===== src/rtl/rsi_reversion_signal_top_defines.svh =====
// Assertion macros shared by the RSI reversion signal RTL.
`ifndef RSI_REVERSION_SIGNAL_TOP_DEFINES_SVH
`define RSI_REVERSION_SIGNAL_TOP_DEFINES_SVH

`ifndef NO_ASSERTIONS

// Condition that must hold in the same cycle as its trigger.
`define RSI_ASSERT_IMPLIES(label, ante, cons) \
    label: assert property (@(posedge clk) disable iff (!rst_n) (ante) |-> (cons)) \
        else $error("rsi_reversion_signal: same-cycle check failed");

// Condition that must hold in the cycle after its trigger.
`define RSI_ASSERT_NEXT(label, ante, cons) \
    label: assert property (@(posedge clk) disable iff (!rst_n) (ante) |=> (cons)) \
        else $error("rsi_reversion_signal: next-cycle check failed");

`else

`define RSI_ASSERT_IMPLIES(label, ante, cons)
`define RSI_ASSERT_NEXT(label, ante, cons)

`endif

`endif


===== src/rtl/rsi_pkg.sv =====
// Types and constants shared by the RSI reversion signal modules.
package rsi_pkg;

    localparam int PRICE_IN_W = 32;
    localparam int POS_W      = 16;
    localparam int QUOT_W     = 15;
    localparam int LEVEL_W    = 15;
    localparam int WLEN_W     = 7;
    localparam int CFG_DATA_W = 15;
    localparam int CFG_IDX_W  = 2;
    localparam int STEP_W     = 4;
    localparam int MID_DEPTH  = 2;

    // 25600 = 25 * 2^10, so the scaled numerator is a cheap constant product and a shift.
    localparam logic [QUOT_W-1:0] RSI_FULL      = 15'd25600;
    localparam int                RSI_ODD       = 25;
    localparam int                RSI_POW2_SHIFT = 10;

    localparam logic [1:0] ACT_NONE = 2'd0;
    localparam logic [1:0] ACT_BUY  = 2'd1;
    localparam logic [1:0] ACT_SELL = 2'd2;

    localparam logic [CFG_IDX_W-1:0] REG_WINDOW     = 2'd0;
    localparam logic [CFG_IDX_W-1:0] REG_OVERBOUGHT = 2'd1;
    localparam logic [CFG_IDX_W-1:0] REG_OVERSOLD   = 2'd2;
    localparam logic [CFG_IDX_W-1:0] REG_ENTRY_QTY  = 2'd3;

    localparam logic [WLEN_W-1:0]  WINDOW_RESET     = 7'd14;
    localparam logic [LEVEL_W-1:0] OVERBOUGHT_RESET = 15'd17920;
    localparam logic [LEVEL_W-1:0] OVERSOLD_RESET   = 15'd7680;
    localparam logic [LEVEL_W-1:0] ENTRY_QTY_RESET  = 15'd100;

    typedef struct packed {
        logic [PRICE_IN_W-1:0]   close_price;
        logic signed [POS_W-1:0] position_qty;
    } bar_t;

    typedef struct packed {
        logic              rsi_valid;
        logic [QUOT_W-1:0] rsi_value;
        logic [1:0]        action;
        logic [14:0]       order_qty;
        logic [31:0]       trade_count;
        logic [QUOT_W-1:0] min_rsi;
        logic [QUOT_W-1:0] max_rsi;
    } result_t;

    typedef struct packed {
        logic [LEVEL_W-1:0] overbought_level;
        logic [LEVEL_W-1:0] oversold_level;
        logic [LEVEL_W-1:0] entry_qty;
    } cfg_t;

endpackage


===== src/rtl/rsi_fifo.sv =====
// Short first-in first-out queue between the window front end and the RSI back end.
module rsi_fifo #(
    parameter int WIDTH = 93
) (
    input  logic             clk,
    input  logic             rst_n,
    input  logic             push,
    output logic             full,
    input  logic [WIDTH-1:0] din,
    input  logic             pop,
    output logic             empty,
    output logic [WIDTH-1:0] dout
);

    localparam int PTR_W = $clog2(rsi_pkg::MID_DEPTH);
    localparam int CNT_W = $clog2(rsi_pkg::MID_DEPTH + 1);

    logic [WIDTH-1:0] slot_reg [rsi_pkg::MID_DEPTH];
    logic [PTR_W-1:0] wr_ptr_reg;
    logic [PTR_W-1:0] rd_ptr_reg;
    logic [CNT_W-1:0] count_reg;
    logic             do_push;
    logic             do_pop;

    assign full    = (count_reg == CNT_W'(rsi_pkg::MID_DEPTH));
    assign empty   = (count_reg == '0);
    assign do_push = push && !full;
    assign do_pop  = pop && !empty;
    assign dout    = slot_reg[rd_ptr_reg];

    always_ff @(posedge clk or negedge rst_n)
    begin
        if (!rst_n)
        begin
            wr_ptr_reg <= '0;
            rd_ptr_reg <= '0;
            count_reg  <= '0;
        end
        else
        begin
            if (do_push)
            begin
                wr_ptr_reg <= (wr_ptr_reg == PTR_W'(rsi_pkg::MID_DEPTH - 1)) ? '0
                              : wr_ptr_reg + PTR_W'(1);
            end
            if (do_pop)
            begin
                rd_ptr_reg <= (rd_ptr_reg == PTR_W'(rsi_pkg::MID_DEPTH - 1)) ? '0
                              : rd_ptr_reg + PTR_W'(1);
            end
            if (do_push && !do_pop)
            begin
                count_reg <= count_reg + CNT_W'(1);
            end
            else if (do_pop && !do_push)
            begin
                count_reg <= count_reg - CNT_W'(1);
            end
        end
    end

    always_ff @(posedge clk)
    begin
        if (do_push)
        begin
            slot_reg[wr_ptr_reg] <= din;
        end
    end

endmodule


===== src/rtl/rsi_front.sv =====
// Front end: takes bars, keeps the delta ring and the running gain and loss sums.
module rsi_front #(
    parameter int MAX_WINDOW = 64,
    parameter int PRICE_BITS = 32,
    parameter int SUM_W      = 38
) (
    input  logic                                clk,
    input  logic                                rst_n,
    input  logic                                push,
    output logic                                full,
    input  rsi_pkg::bar_t                       bar,
    input  logic [rsi_pkg::WLEN_W-1:0]          window_length,
    input  logic                                clear,
    output logic                                q_push,
    input  logic                                q_full,
    output logic [1+rsi_pkg::POS_W+2*SUM_W-1:0] q_data
);

    localparam int PB    = (PRICE_BITS > rsi_pkg::PRICE_IN_W) ? rsi_pkg::PRICE_IN_W : PRICE_BITS;
    localparam int DW    = PB + 1;
    localparam int PTR_W = $clog2(MAX_WINDOW);
    localparam int WL_W  = $clog2(MAX_WINDOW + 1);
    localparam int CNT_W = $clog2(MAX_WINDOW + 2);

    localparam logic [1:0] F_IDLE = 2'd0;
    localparam logic [1:0] F_UPD  = 2'd1;
    localparam logic [1:0] F_EMIT = 2'd2;

    logic [1:0]                      state_reg,      state_next;
    logic [PTR_W-1:0]                ptr_reg,        ptr_next;
    logic [PB-1:0]                   last_price_reg, last_price_next;
    logic [CNT_W-1:0]                samples_reg,    samples_next;
    logic [SUM_W-1:0]                gain_reg,       gain_next;
    logic [SUM_W-1:0]                loss_reg,       loss_next;
    logic signed [DW-1:0]            delta_reg,      delta_next;
    logic                            drop_reg,       drop_next;
    logic signed [rsi_pkg::POS_W-1:0] pos_reg,       pos_next;

    logic signed [DW-1:0] ring [MAX_WINDOW];
    logic signed [DW-1:0] old_reg;
    logic                 ring_we;

    logic [WL_W-1:0]      w_eff;
    logic                 win_full;
    int                   old_idx;
    logic [PTR_W-1:0]     old_addr;
    logic [PB-1:0]        price_in;
    logic signed [DW-1:0] neg_old;
    logic signed [DW-1:0] neg_delta;
    logic [PB-1:0]        old_mag;
    logic [PB-1:0]        delta_mag;
    logic                 old_up;
    logic                 old_down;
    logic                 delta_up;
    logic                 delta_down;

    always_comb
    begin
        if (window_length == '0)
        begin
            w_eff = WL_W'(1);
        end
        else if (int'(window_length) > MAX_WINDOW)
        begin
            w_eff = WL_W'(MAX_WINDOW);
        end
        else
        begin
            w_eff = WL_W'(window_length);
        end
    end

    assign win_full = (samples_reg >= CNT_W'(w_eff) + CNT_W'(1));
    assign price_in = bar.close_price[PB-1:0];

    // The oldest delta sits w entries behind the write pointer, modulo the ring size.
    always_comb
    begin
        old_idx = int'(ptr_reg) - int'(w_eff);
        if (old_idx < 0)
        begin
            old_idx = old_idx + MAX_WINDOW;
        end
        old_addr = PTR_W'(old_idx);
    end

    assign neg_old    = -old_reg;
    assign neg_delta  = -delta_reg;
    assign old_mag    = old_reg[DW-1] ? neg_old[PB-1:0] : old_reg[PB-1:0];
    assign delta_mag  = delta_reg[DW-1] ? neg_delta[PB-1:0] : delta_reg[PB-1:0];
    assign old_up     = drop_reg && !old_reg[DW-1] && (old_reg != '0);
    assign old_down   = drop_reg && old_reg[DW-1];
    assign delta_up   = !delta_reg[DW-1] && (delta_reg != '0);
    assign delta_down = delta_reg[DW-1];

    always_comb
    begin
        state_next      = state_reg;
        ptr_next        = ptr_reg;
        last_price_next = last_price_reg;
        samples_next    = samples_reg;
        gain_next       = gain_reg;
        loss_next       = loss_reg;
        delta_next      = delta_reg;
        drop_next       = drop_reg;
        pos_next        = pos_reg;
        ring_we         = 1'b0;
        q_push          = 1'b0;

        unique case (state_reg)
            F_IDLE:
            begin
                if (push)
                begin
                    pos_next        = bar.position_qty;
                    last_price_next = price_in;
                    if (samples_reg == '0)
                    begin
                        samples_next = CNT_W'(1);
                        state_next   = F_EMIT;
                    end
                    else
                    begin
                        delta_next = $signed({1'b0, price_in}) - $signed({1'b0, last_price_reg});
                        drop_next  = win_full;
                        state_next = F_UPD;
                    end
                end
            end
            F_UPD:
            begin
                gain_next = gain_reg - (old_up ? SUM_W'(old_mag) : '0)
                            + (delta_up ? SUM_W'(delta_mag) : '0);
                loss_next = loss_reg - (old_down ? SUM_W'(old_mag) : '0)
                            + (delta_down ? SUM_W'(delta_mag) : '0);
                ring_we   = 1'b1;
                ptr_next  = (ptr_reg == PTR_W'(MAX_WINDOW - 1)) ? '0 : ptr_reg + PTR_W'(1);
                if (!drop_reg)
                begin
                    samples_next = samples_reg + CNT_W'(1);
                end
                state_next = F_EMIT;
            end
            F_EMIT:
            begin
                if (!q_full)
                begin
                    q_push     = 1'b1;
                    state_next = F_IDLE;
                end
            end
            default:
            begin
                state_next = F_IDLE;
            end
        endcase

        if (clear)
        begin
            ptr_next        = '0;
            last_price_next = '0;
            samples_next    = '0;
            gain_next       = '0;
            loss_next       = '0;
        end
    end

    assign full   = (state_reg != F_IDLE);
    assign q_data = {win_full, pos_reg, gain_reg, loss_reg};

    always_ff @(posedge clk or negedge rst_n)
    begin
        if (!rst_n)
        begin
            state_reg      <= F_IDLE;
            ptr_reg        <= '0;
            last_price_reg <= '0;
            samples_reg    <= '0;
            gain_reg       <= '0;
            loss_reg       <= '0;
        end
        else
        begin
            state_reg      <= state_next;
            ptr_reg        <= ptr_next;
            last_price_reg <= last_price_next;
            samples_reg    <= samples_next;
            gain_reg       <= gain_next;
            loss_reg       <= loss_next;
        end
    end

    always_ff @(posedge clk)
    begin
        delta_reg <= delta_next;
        drop_reg  <= drop_next;
        pos_reg   <= pos_next;
    end

    always_ff @(posedge clk)
    begin
        if (ring_we)
        begin
            ring[ptr_reg] <= delta_reg;
        end
        old_reg <= ring[old_addr];
    end

endmodule


===== src/rtl/rsi_back.sv =====
// Back end: divides out the RSI, decides the order and keeps the statistics.
module rsi_back #(
    parameter int SUM_W = 38
) (
    input  logic                                clk,
    input  logic                                rst_n,
    output logic                                q_pop,
    input  logic                                q_empty,
    input  logic [1+rsi_pkg::POS_W+2*SUM_W-1:0] q_data,
    input  rsi_pkg::cfg_t                       cfg,
    output logic                                empty,
    input  logic                                pop,
    output rsi_pkg::result_t                    result
);

    localparam int QW    = rsi_pkg::QUOT_W;
    localparam int NUM_W = SUM_W + QW;

    localparam logic [1:0] B_IDLE = 2'd0;
    localparam logic [1:0] B_PREP = 2'd1;
    localparam logic [1:0] B_DIV  = 2'd2;
    localparam logic [1:0] B_DONE = 2'd3;

    logic [1:0]                       state_reg,  state_next;
    logic [SUM_W-1:0]                 g_reg,      g_next;
    logic [SUM_W-1:0]                 l_reg,      l_next;
    logic [NUM_W-1:0]                 num_reg,    num_next;
    logic [NUM_W-1:0]                 den_reg,    den_next;
    logic [QW-1:0]                    quot_reg,   quot_next;
    logic [rsi_pkg::STEP_W-1:0]       step_reg,   step_next;
    logic signed [rsi_pkg::POS_W-1:0] pos_reg,    pos_next;
    logic [31:0]                      trades_reg, trades_next;
    logic [QW-1:0]                    low_reg,    low_next;
    logic [QW-1:0]                    high_reg,   high_next;
    logic                             out_valid_reg, out_valid_next;
    rsi_pkg::result_t                 result_reg, result_next;

    logic                             in_ready;
    logic signed [rsi_pkg::POS_W-1:0] in_pos;
    logic [SUM_W-1:0]                 in_gain;
    logic [SUM_W-1:0]                 in_loss;
    logic [SUM_W-1:0]                 total;
    logic                             fits;
    logic [1:0]                       act;
    logic [14:0]                      qty;

    assign {in_ready, in_pos, in_gain, in_loss} = q_data;
    assign total = g_reg + l_reg;
    assign fits  = (num_reg >= den_reg);
    assign q_pop = (state_reg == B_IDLE) && !q_empty && !out_valid_reg;

    always_comb
    begin
        if ((quot_reg < cfg.oversold_level) && (pos_reg == '0))
        begin
            act = rsi_pkg::ACT_BUY;
            qty = cfg.entry_qty;
        end
        else if ((quot_reg > cfg.overbought_level) && (pos_reg > 0))
        begin
            act = rsi_pkg::ACT_SELL;
            qty = pos_reg[14:0];
        end
        else
        begin
            act = rsi_pkg::ACT_NONE;
            qty = '0;
        end
    end

    always_comb
    begin
        state_next     = state_reg;
        g_next         = g_reg;
        l_next         = l_reg;
        num_next       = num_reg;
        den_next       = den_reg;
        quot_next      = quot_reg;
        step_next      = step_reg;
        pos_next       = pos_reg;
        trades_next    = trades_reg;
        low_next       = low_reg;
        high_next      = high_reg;
        out_valid_next = out_valid_reg;
        result_next    = result_reg;

        if (pop && out_valid_reg)
        begin
            out_valid_next = 1'b0;
        end

        unique case (state_reg)
            B_IDLE:
            begin
                if (q_pop)
                begin
                    g_next   = in_gain;
                    l_next   = in_loss;
                    pos_next = in_pos;
                    if (!in_ready)
                    begin
                        result_next.rsi_valid   = 1'b0;
                        result_next.rsi_value   = '0;
                        result_next.action      = rsi_pkg::ACT_NONE;
                        result_next.order_qty   = '0;
                        result_next.trade_count = trades_reg;
                        result_next.min_rsi     = low_reg;
                        result_next.max_rsi     = high_reg;
                        out_valid_next          = 1'b1;
                    end
                    else if (in_loss == '0)
                    begin
                        quot_next  = rsi_pkg::RSI_FULL;
                        state_next = B_DONE;
                    end
                    else
                    begin
                        state_next = B_PREP;
                    end
                end
            end
            B_PREP:
            begin
                num_next = (NUM_W'(g_reg) * NUM_W'(rsi_pkg::RSI_ODD)) << rsi_pkg::RSI_POW2_SHIFT;
                den_next = NUM_W'(total) << (QW - 1);
                quot_next  = '0;
                step_next  = rsi_pkg::STEP_W'(QW - 1);
                state_next = B_DIV;
            end
            B_DIV:
            begin
                if (fits)
                begin
                    num_next = num_reg - den_reg;
                end
                quot_next = {quot_reg[QW-2:0], fits};
                den_next  = den_reg >> 1;
                if (step_reg == '0)
                begin
                    state_next = B_DONE;
                end
                else
                begin
                    step_next = step_reg - rsi_pkg::STEP_W'(1);
                end
            end
            B_DONE:
            begin
                if (quot_reg < low_reg)
                begin
                    low_next = quot_reg;
                end
                if (quot_reg > high_reg)
                begin
                    high_next = quot_reg;
                end
                if (act != rsi_pkg::ACT_NONE)
                begin
                    trades_next = trades_reg + 32'd1;
                end
                result_next.rsi_valid   = 1'b1;
                result_next.rsi_value   = quot_reg;
                result_next.action      = act;
                result_next.order_qty   = qty;
                result_next.trade_count = trades_next;
                result_next.min_rsi     = low_next;
                result_next.max_rsi     = high_next;
                out_valid_next          = 1'b1;
                state_next              = B_IDLE;
            end
            default:
            begin
                state_next = B_IDLE;
            end
        endcase
    end

    assign empty  = !out_valid_reg;
    assign result = result_reg;

    always_ff @(posedge clk or negedge rst_n)
    begin
        if (!rst_n)
        begin
            state_reg     <= B_IDLE;
            trades_reg    <= '0;
            low_reg       <= rsi_pkg::RSI_FULL;
            high_reg      <= '0;
            out_valid_reg <= 1'b0;
        end
        else
        begin
            state_reg     <= state_next;
            trades_reg    <= trades_next;
            low_reg       <= low_next;
            high_reg      <= high_next;
            out_valid_reg <= out_valid_next;
        end
    end

    always_ff @(posedge clk)
    begin
        g_reg      <= g_next;
        l_reg      <= l_next;
        num_reg    <= num_next;
        den_reg    <= den_next;
        quot_reg   <= quot_next;
        step_reg   <= step_next;
        pos_reg    <= pos_next;
        result_reg <= result_next;
    end

endmodule


===== src/rtl/rsi_reversion_signal_top.sv =====
// Top level of the RSI mean-reversion signal block.
//
// The block takes one bar (closing price and current signed position) per input transfer
// and returns exactly one result transfer per bar, in order. A front end keeps a ring of
// the last window_length price deltas in an on-chip memory, with running gain and loss
// sums; it passes each bar through an update and an emit state (only the emit state on
// the very first bar after reset or after window_length is written), stalls while the
// queue is full, and hands the sums to the back end through a two-entry queue. Once
// window_length+1 prices have been seen, the back end forms RSI = floor(25600*G/(G+L))
// in 7.8 fixed point with a restoring divider that yields one quotient bit per cycle; a
// bar with a full window goes through take, prepare, fifteen divide steps and decide, a
// bar with no losses in the window skips the divider (take, decide), and a bar before
// the window is full is answered at the take step. The back end takes its next bar only
// once the output register is empty, so it cannot take a bar in the same cycle in which
// its last result is taken, and for bars with a full window the divider sets the
// sustained bar rate. A buy of entry_qty is issued when RSI is below oversold_level and
// the position is flat, a sell of the whole position when RSI is above overbought_level
// and the position is long. Results wait in an output register; the front end keeps
// taking bars meanwhile until the queue between the two halves fills. Writing
// window_length clears the window but keeps the trade count and the RSI minimum and
// maximum. Configuration must only be written while no bar is in flight. There is no
// clearing pass after reset: the oldest delta is used only from written ring entries.
`include "rsi_reversion_signal_top_defines.svh"

module rsi_reversion_signal_top #(
    parameter int MAX_WINDOW = 64,
    parameter int PRICE_BITS = 32
) (
    input  logic                              clk,
    input  logic                              rst_n,
    input  logic                              push,
    output logic                              full,
    input  rsi_pkg::bar_t                     bar,
    output logic                              empty,
    input  logic                              pop,
    output rsi_pkg::result_t                  result,
    input  logic                              cfg_write,
    input  logic [rsi_pkg::CFG_IDX_W-1:0]     cfg_index,
    input  logic [rsi_pkg::CFG_DATA_W-1:0]    cfg_data
);

    // Effective price width is capped by the 32-bit price field; the sums must hold a full
    // window of the largest possible price moves.
    localparam int PB     = (PRICE_BITS > rsi_pkg::PRICE_IN_W) ? rsi_pkg::PRICE_IN_W
                                                               : PRICE_BITS;
    localparam int SUM_W  = PB + $clog2(MAX_WINDOW);
    localparam int ITEM_W = 1 + rsi_pkg::POS_W + 2 * SUM_W;

    logic [rsi_pkg::WLEN_W-1:0]  window_reg;
    logic [rsi_pkg::LEVEL_W-1:0] overbought_reg;
    logic [rsi_pkg::LEVEL_W-1:0] oversold_reg;
    logic [rsi_pkg::LEVEL_W-1:0] entry_qty_reg;
    rsi_pkg::cfg_t               cfg;
    logic                        window_clear;

    logic              mid_push;
    logic              mid_full;
    logic [ITEM_W-1:0] mid_din;
    logic              mid_pop;
    logic              mid_empty;
    logic [ITEM_W-1:0] mid_dout;

    // Configuration registers. A write to the window length also restarts the window.
    always_ff @(posedge clk or negedge rst_n)
    begin
        if (!rst_n)
        begin
            window_reg     <= rsi_pkg::WINDOW_RESET;
            overbought_reg <= rsi_pkg::OVERBOUGHT_RESET;
            oversold_reg   <= rsi_pkg::OVERSOLD_RESET;
            entry_qty_reg  <= rsi_pkg::ENTRY_QTY_RESET;
        end
        else if (cfg_write)
        begin
            unique case (cfg_index)
                rsi_pkg::REG_WINDOW:     window_reg     <= cfg_data[rsi_pkg::WLEN_W-1:0];
                rsi_pkg::REG_OVERBOUGHT: overbought_reg <= cfg_data;
                rsi_pkg::REG_OVERSOLD:   oversold_reg   <= cfg_data;
                rsi_pkg::REG_ENTRY_QTY:  entry_qty_reg  <= cfg_data;
            endcase
        end
    end

    assign window_clear         = cfg_write && (cfg_index == rsi_pkg::REG_WINDOW);
    assign cfg.overbought_level = overbought_reg;
    assign cfg.oversold_level   = oversold_reg;
    assign cfg.entry_qty        = entry_qty_reg;

    rsi_front #(
        .MAX_WINDOW (MAX_WINDOW),
        .PRICE_BITS (PRICE_BITS),
        .SUM_W      (SUM_W)
    ) u_front (
        .clk           (clk),
        .rst_n         (rst_n),
        .push          (push),
        .full          (full),
        .bar           (bar),
        .window_length (window_reg),
        .clear         (window_clear),
        .q_push        (mid_push),
        .q_full        (mid_full),
        .q_data        (mid_din)
    );

    rsi_fifo #(
        .WIDTH (ITEM_W)
    ) u_mid_fifo (
        .clk   (clk),
        .rst_n (rst_n),
        .push  (mid_push),
        .full  (mid_full),
        .din   (mid_din),
        .pop   (mid_pop),
        .empty (mid_empty),
        .dout  (mid_dout)
    );

    rsi_back #(
        .SUM_W (SUM_W)
    ) u_back (
        .clk     (clk),
        .rst_n   (rst_n),
        .q_pop   (mid_pop),
        .q_empty (mid_empty),
        .q_data  (mid_dout),
        .cfg     (cfg),
        .empty   (empty),
        .pop     (pop),
        .result  (result)
    );

    // A valid RSI always lies between the running minimum and maximum that go with it.
    `RSI_ASSERT_IMPLIES(a_rsi_in_range, !empty && result.rsi_valid, (result.min_rsi <= result.rsi_value) && (result.rsi_value <= result.max_rsi) && (result.rsi_value <= rsi_pkg::RSI_FULL))

    // Before the window is full no RSI and no order may be reported.
    `RSI_ASSERT_IMPLIES(a_no_order_unfilled, !empty && !result.rsi_valid, (result.action == rsi_pkg::ACT_NONE) && (result.order_qty == '0) && (result.rsi_value == '0))

    // An order of the no-order kind carries no quantity.
    `RSI_ASSERT_IMPLIES(a_idle_qty_zero, !empty && (result.action == rsi_pkg::ACT_NONE), result.order_qty == '0)

    // The front end is busy in the cycle after it takes a bar.
    `RSI_ASSERT_NEXT(a_front_busy, push && !full, full)

endmodule

===== config.mk =====
export PLATFORM = sky130hd
export DESIGN_NAME = rsi_reversion_signal_top
export DESIGN_NICKNAME = d
export VERILOG_FILES = /design/src/rtl/rsi_pkg.sv /design/src/rtl/rsi_fifo.sv /design/src/rtl/rsi_front.sv /design/src/rtl/rsi_back.sv /design/src/rtl/rsi_reversion_signal_top.sv
export VERILOG_INCLUDE_DIRS = /design/src /design/src/rtl
export SDC_FILE = /design/constraint.sdc
export NUM_CORES = 2
export LEC_CHECK = 0
export ABC_AREA = 1
export BUFFER_PORTS_ARGS = -buffer_cell sky130_fd_sc_hd__clkbuf_2
export CORE_MARGIN = 5
export CORE_UTILIZATION = 55
export DETAILED_ROUTE_END_ITERATION = 10
export PLACE_DENSITY_LB_ADDON = 0.1
export SYNTH_ARGS = -nofsm -noshare
export SYNTH_HDL_FRONTEND = slang
export SYNTH_SLANG_ARGS = --single-unit

===== constraint.sdc =====
create_clock -name clk -period 14.6 [get_ports clk]
set_input_delay 1.46 -clock clk [delete_from_list [all_inputs] [get_ports clk]]
set_output_delay 1.46 -clock clk [all_outputs]
set_load 0.05 [all_outputs]

# After elaboration in Yosys (flattened, before gate mapping)
# Memories as Yosys holds them, arrays and structs flattened. A register that Yosys moved wholly into a read port is not among the register bits.
# Cells that the tools add are included.
dict set report op_classes {
  n_addsub 20
  n_mul 1
  magnitude_cmp 9
  n_eq_ne 22
  mux 67
  n_bitwise 1
  n_reduce_logical 57
}
# operator n
set ops {}
lappend ops {{2-to-1 mux 32 bit} 10}
lappend ops {{one-hot mux 53 bit (2 select lines)} 2}
lappend ops {{2-to-1 mux 95 bit} 2}
lappend ops {{one-hot mux 95 bit (2 select lines)} 1}
lappend ops {{2-to-1 mux 38 bit} 4}
lappend ops {{adder 38 bit} 3}
lappend ops {{2-to-1 mux 15 bit} 7}
lappend ops {{subtractor 38 bit} 2}
lappend ops {{nonzero test 33 bit} 2}
lappend ops {{negation 32 bit} 2}
lappend ops {{>= comparator 53 bit} 1}
lappend ops {{2-to-1 mux 53 bit} 1}
lappend ops {{subtractor 53 bit} 1}
lappend ops {{one-hot mux 15 bit (3 select lines)} 1}
lappend ops {{multiplier 38 x 5 -> 43 bit (second input constant)} 1}
lappend ops {{2-to-1 mux 7 bit} 6}
lappend ops {{zero test 38 bit} 1}
lappend ops {{subtractor 32 x 32 -> 33 bit} 1}
lappend ops {{adder 32 x 1 -> 32 bit (second input constant)} 1}
lappend ops {{greater-than comparator 15 bit} 2}
lappend ops {{less-than comparator 15 bit} 2}
lappend ops {{2-to-1 mux 6 bit} 4}
lappend ops {{2-to-1 mux 2 bit} 11}
lappend ops {{AND reduction 2 bit} 10}
lappend ops {{36 further kinds} 99}
dict set report totals {
  register_bits 606
  mem_bits_rw 2298
  word_cells 214
  memories 2
}
# memory words word_bits rd rd_ports_with_merged_regs write_ports line_no
set mem_list {}
lappend mem_list {u_front.ring 64 33 1 1 1 rsi_front.sv:39} ;# logic signed [DW-1:0] ring [MAX_WINDOW];
lappend mem_list {u_mid_fifo.slot_reg 2 93 1 0 1 rsi_fifo.sv:18} ;# logic [WIDTH-1:0] slot_reg [rsi_pkg::MID_DEPTH];

# Depth between registers and ports, before layout
dict set report logic_depth {
  ltp_word 8
  depth_mapped 28
  ltp_nobuf 27
}

# By module
# A second synthesis with hierarchy kept.
dict set report hier_totals {
  hier_cells 14685
  area_unflattened_um2 141951.1
}
# mod n_inst cells_per_inst area_per_inst_um2 seq_area_each_um2
set modules_own_cells {}
lappend modules_own_cells {rsi_front 1 10163 104519.0 68660.9}
lappend modules_own_cells {rsi_back 1 3769 28177.0 10969.3}
lappend modules_own_cells {rsi_fifo 1 518 7016.7 5685.5}
lappend modules_own_cells {rsi_reversion_signal_top 1 235 2238.4 1317.5}

# Worst setup path after synthesis
# OpenSTA, ideal clock, no wires.
dict set report synth_path {
  path_kind {reg-to-reg}
  from {reg u_back.state_reg[0]}
  to {reg u_back.result_reg (netlist bit u_back.result[0]) (enable)}
  arrival_time_ns 10.856
  slack_ns 3.064
  path_stages_with_launch 7
  n_path_buf 0
  synth_period_minus_slack_ns 11.536
  path_cell_list {dfrtp_1 > inv_1 > ha_1 > inv_1 > nor3_1 > nand2_1 > o21ai_0}
}
dict set report synth_between {
  elab_chain_len 5
  word_cells_on_any_way 8
}
# element line_no
set synth_lines {}
lappend synth_lines {{start: declaration} rsi_back.sv:24} ;# logic [1:0] state_reg, state_next;
lappend synth_lines {{start signal: assignment} rsi_back.sv:193} ;# state_reg <= state_next;
lappend synth_lines {{zero test 2 bit} {rsi_back.sv:50, rsi_back.sv:92}}
lappend synth_lines {{logical AND 1 bit (2 in a row)} rsi_back.sv:50} ;# assign q_pop = (state_reg == B_IDLE) && !q_empty && !out_valid_reg;
lappend synth_lines {{inequality test 2 bit (no line)} -}
lappend synth_lines {{AND reduction 3 bit (no line) *} -}
lappend synth_lines {{end signal: assignment} rsi_back.sv:210} ;# result_reg <= result_next;
lappend synth_lines {{end: declaration} rsi_back.sv:36} ;# rsi_pkg::result_t result_reg, result_next;
# Every way passes the cells marked *; elsewhere a longest branch is shown, timed or not.
# A chain may end at the register's enable or synchronous reset.

# Worst setup path in the final report
dict set report layout_path {
  from {reg window_reg[5] (netlist bit)}
  to {reg u_front.old_reg[0] (read register of u_front.ring)}
}
dict set report layout_between {
  elab_chain_len 6
  word_cells_on_any_way 8
}
# element line_no
set layout_lines {}
lappend layout_lines {{start: declaration} rsi_reversion_signal_top.sv:49} ;# logic [rsi_pkg::WLEN_W-1:0] window_reg;
lappend layout_lines {{start signal: assignment} rsi_reversion_signal_top.sv:68} ;# window_reg <= rsi_pkg::WINDOW_RESET;
lappend layout_lines {{start signal: assignment} rsi_reversion_signal_top.sv:76} ;# rsi_pkg::REG_WINDOW: window_reg <= cfg_data[rsi_pkg::WLEN_W-1:0];
lappend layout_lines {{greater-than comparator 7 bit} rsi_front.sv:63} ;# else if (int'(window_length) > MAX_WINDOW)
lappend layout_lines {{2-to-1 mux 7 bit} rsi_front.sv:63}
lappend layout_lines {{2-to-1 mux 7 bit *} rsi_front.sv:59} ;# if (window_length == '0)
lappend layout_lines {{subtractor 6 x 7 -> 8 bit *} rsi_front.sv:79} ;# old_idx = int'(ptr_reg) - int'(w_eff);
lappend layout_lines {{less-than comparator 8 x 1 -> 1 bit / adder 6 x 1 -> 6 bit (equally long branches)} {rsi_front.sv:80, rsi_front.sv:82}}
lappend layout_lines {{2-to-1 mux 6 bit *} rsi_front.sv:80} ;# if (old_idx < 0)
lappend layout_lines {{end: declaration} rsi_front.sv:40} ;# logic signed [DW-1:0] old_reg;
# Marks and branches as above.

==> results.ini <==
[status]
outcome=finished clean

[logic_synthesis]
synthXorXnorAreaFrac=0.005223
synth-adder-area-share=0.04979
synthMuxAreaShare=0.00007118
synthSimpleGateAreaFrac=0.1729
synth_nets=14940
synth_compound_area_frac=0.09430
synth.yosys.seq_area_share=0.6160
yosys.cell_types.count=50
syn_area_mm2=0.1406
ys.flop_type=edfxtp_1
postSynth.asyncResetShare=0.08311
synth_top_family_by_area=simple AND/OR/NAND/NOR gates
synth_edf_count=2659
avgSynthCellArea_um2=9.784
synth_seq_cells=2936
synthCells=14370
synth_warnings=0

[grt]
grt_pass1_wl_um=657900
antenna_found_initial=16
grt_pass1_vias=99310
grt_max_degree=185
grt_use_total=0.3326
grt.overflow.total=0

[clock_network]
cts_tree=done
cts_resized=0
htree_levels=5
clk_path_buf_depth=4
cts_setup_buffers=0
numCtsBuffers=317
holdBufCountCts=0
cts_sinks=2936
clk_pin_slew_ns=0.06
root_buffer=clkbuf_16
insertion_delay_ns=0.91

[routing]
drc_errors=0
wl_per_cell_um=24.97
drtIter0Drc=13720
drtAntennaViolNets=0
wl_um=452000
firstDrtPassIters=9
viasPerCell=5.858
vias=106100

[layout]
stdcell_count=18110
area_growth_pct=10.63
n_fill_cell=21190
mostFrequentLayoutCells=2942 x nand2_1, 2659 x edfxtp_1, 2210 x nor2_1
largest_reg_flops=2112
nets=15050
design_area_mm2=0.1556
drive_gt1_frac=0.06474
final_common_cell=nand2_1

[critical_path]
start_kind=flop
r2r_setup_slack_ns=8.44
path_class=reg -> reg
critPathArrivalTime_ns=6.98
critPathMaxFanout=157
cp_data_required_time_ns=15.42
critPathCaptureType=flop
rr_startpoint=window_reg[5]
reg2regPathDepth=19
worstReg2RegEnd=u_front.old_reg[0]

[die]
start_util=0.5528
io_pins=167
core.rowCount=185
chipWidth_um=515.7
die_h_um=515.7
die-area_mm2=0.2659
core_area_mm2=0.2544

[sta]
tns_ns=0
finalHoldViolations=0
period_needed_ns=6.156
worst_pin_slew_ns=1.364
setup_viol=0
max_freq_mhz=162.4
relSlewSlack=0.09085
timing.final.crit_share=0.4217
slew_violations=0
clock_skew_ns=0.1097
rsz0062_at_grt=no

[min_path]
hold_path_end=u_mid_fifo.slot_reg[1][77]
worstHoldStart=u_front.pos_reg[1]
hold_class=reg -> reg
hold_depth=0

[placed_design]
dp_hpwl_um=286300
placedCellCount=17530
io_buffers=166
gp_congestion=0.9604
dpl-instance-area_mm2=0.1453

[run]
maxCapViolCount=0

synthesized netlist by cell type (6+ instances only):
| master | number | share of area |
|---|---|---|
| buf_1 | 47 | 0.0013 |
| o31ai_1 | 6 | 0.00032 |
| o22ai_1 | 188 | 0.0084 |
| clkbuf_1 | 328 | 0.0088 |
| clkinv_1 | 11 | 0.00029 |
| o21bai_1 | 34 | 0.0018 |
| dfrtp_1 | 228 | 0.041 |
| buf_2 | 126 | 0.0045 |
| o21ai_0 | 1408 | 0.050 |
| dfstp_2 | 16 | 0.0030 |
| and2_1 | 7 | 0.00031 |
| nor4_1 | 19 | 0.00085 |
| o21ai_1 | 488 | 0.017 |
| or2_2 | 26 | 0.0012 |
| buf_6 | 7 | 0.00056 |
| fa_1 | 101 | 0.014 |
| a21o_1 | 16 | 0.00085 |
| buf_4 | 56 | 0.0030 |
| a21boi_0 | 11 | 0.00059 |
| nand3b_1 | 51 | 0.0027 |
| nor3_1 | 91 | 0.0032 |
| edfxtp_1 | 2659 | 0.57 |
| nor2_1 | 2278 | 0.061 |
| a21oi_1 | 373 | 0.013 |
| inv_1 | 1620 | 0.043 |
| inv_2 | 6 | 0.00016 |
| a31oi_1 | 9 | 0.00040 |
| nand2_1 | 2944 | 0.079 |
| ha_1 | 398 | 0.035 |
| nand4_1 | 92 | 0.0041 |
| xor2_1 | 50 | 0.0031 |
| o21a_1 | 9 | 0.00048 |
| xnor2_1 | 32 | 0.0020 |
| dfxtp_1 | 33 | 0.0047 |
| nand3_1 | 586 | 0.021 |
layout make-up:
| cell class | count | area [µm²] | area share |
|---|---|---|---|
| Clock inverter | 167 | 1718 | 0.01104 |
| Inverter | 1637 | 6162 | 0.03961 |
| Sequential cell | 2936 | 86640 | 0.5569 |
| Clock buffer | 403 | 8519 | 0.05476 |
| Antenna cell | 4 | 10.01 | 0.00006434 |
| Multi-Input combinational cell | 9236 | 45940 | 0.2953 |
| Tap cell | 3366 | 4212 | 0.02707 |
| Timing Repair Buffer | 357 | 2375 | 0.01526 |
metal layers:
metal / vias up / track usage / part of all wire
met3: 887 / 0.05141 / 0.094
li1: 48520 / - / -
met5: - / 0 / 0.000091
met1: 51340 / 0.4709 / 0.41
met2: 5312 / 0.5093 / 0.44
met4: 6 / 0.1554 / 0.056
how the worst max path moves through the flow:
stage / startpoint / endpoint / slack [ns] / cells after the start
2_1_floorplan: u_back.state_reg[0] / u_back.result[0] / 3.06 / 6
3_3_place_gp: window_reg[5] / u_front.old_reg[28] / 8.48 / 19
3_5_place_dp: window_reg[5] / u_front.old_reg[0] / 8.50 / 19
4_1_cts: window_reg[5] / u_front.old_reg[0] / 8.53 / 19
5_1_grt: window_reg[4] / u_front.old_reg[28] / 8.20 / 19
6_report: window_reg[5] / u_front.old_reg[0] / 8.44 / 19
through the flow:
| step | worst slack (ns) | hold slack [ns] | util |
|---|---|---|---|
| floorplan | 3.064 | 0.4215 | - |
| global placement | 8.477 | 0.4261 | 0.5713 |
| detailed placement | 8.501 | 0.4340 | 0.5713 |
| CTS | 8.529 | 0.4468 | 0.6115 |
| global route | 8.203 | 0.4493 | 0.6115 |
| finish | 8.444 | 0.4464 | 0.6116 |
critical path, stage by stage, from the launching register on:
cell	delay (ns)
dfrtp_1	0.41
nor2_1	0.13
nand3_1	0.10
nand2_1	0.11
inv_1	0.05
nor2_1	0.45
ha_4	0.21
inv_1	0.07
fa_4	1.17
buf_12	0.54
buf_4	0.71
buf_12	0.52
o21ai_0	0.20
o21ai_1	0.17
nand2_1	0.06
o21ai_1	0.10
nand2_1	0.15
nand3_1	0.25
nand3_1	0.23
o21ai_1	0.17
kinds of logic (layout without fill, tap and decap cells):
family                     count (synthesis)  in the layout
and+or+nand+nor                         6099           6099
DFF                                     2936           2936
AOI/OAI and AO/OA                       2554           2554
buffers and inverters                   2201           2564
adders and majority gates                499            499
xor gates and xnor gates                  83             83
muxes                                      1              1
other                                      0              4
Power is not shown: default switching activity piles up to over one toggle a cycle in this logic, so the estimate is an artifact.
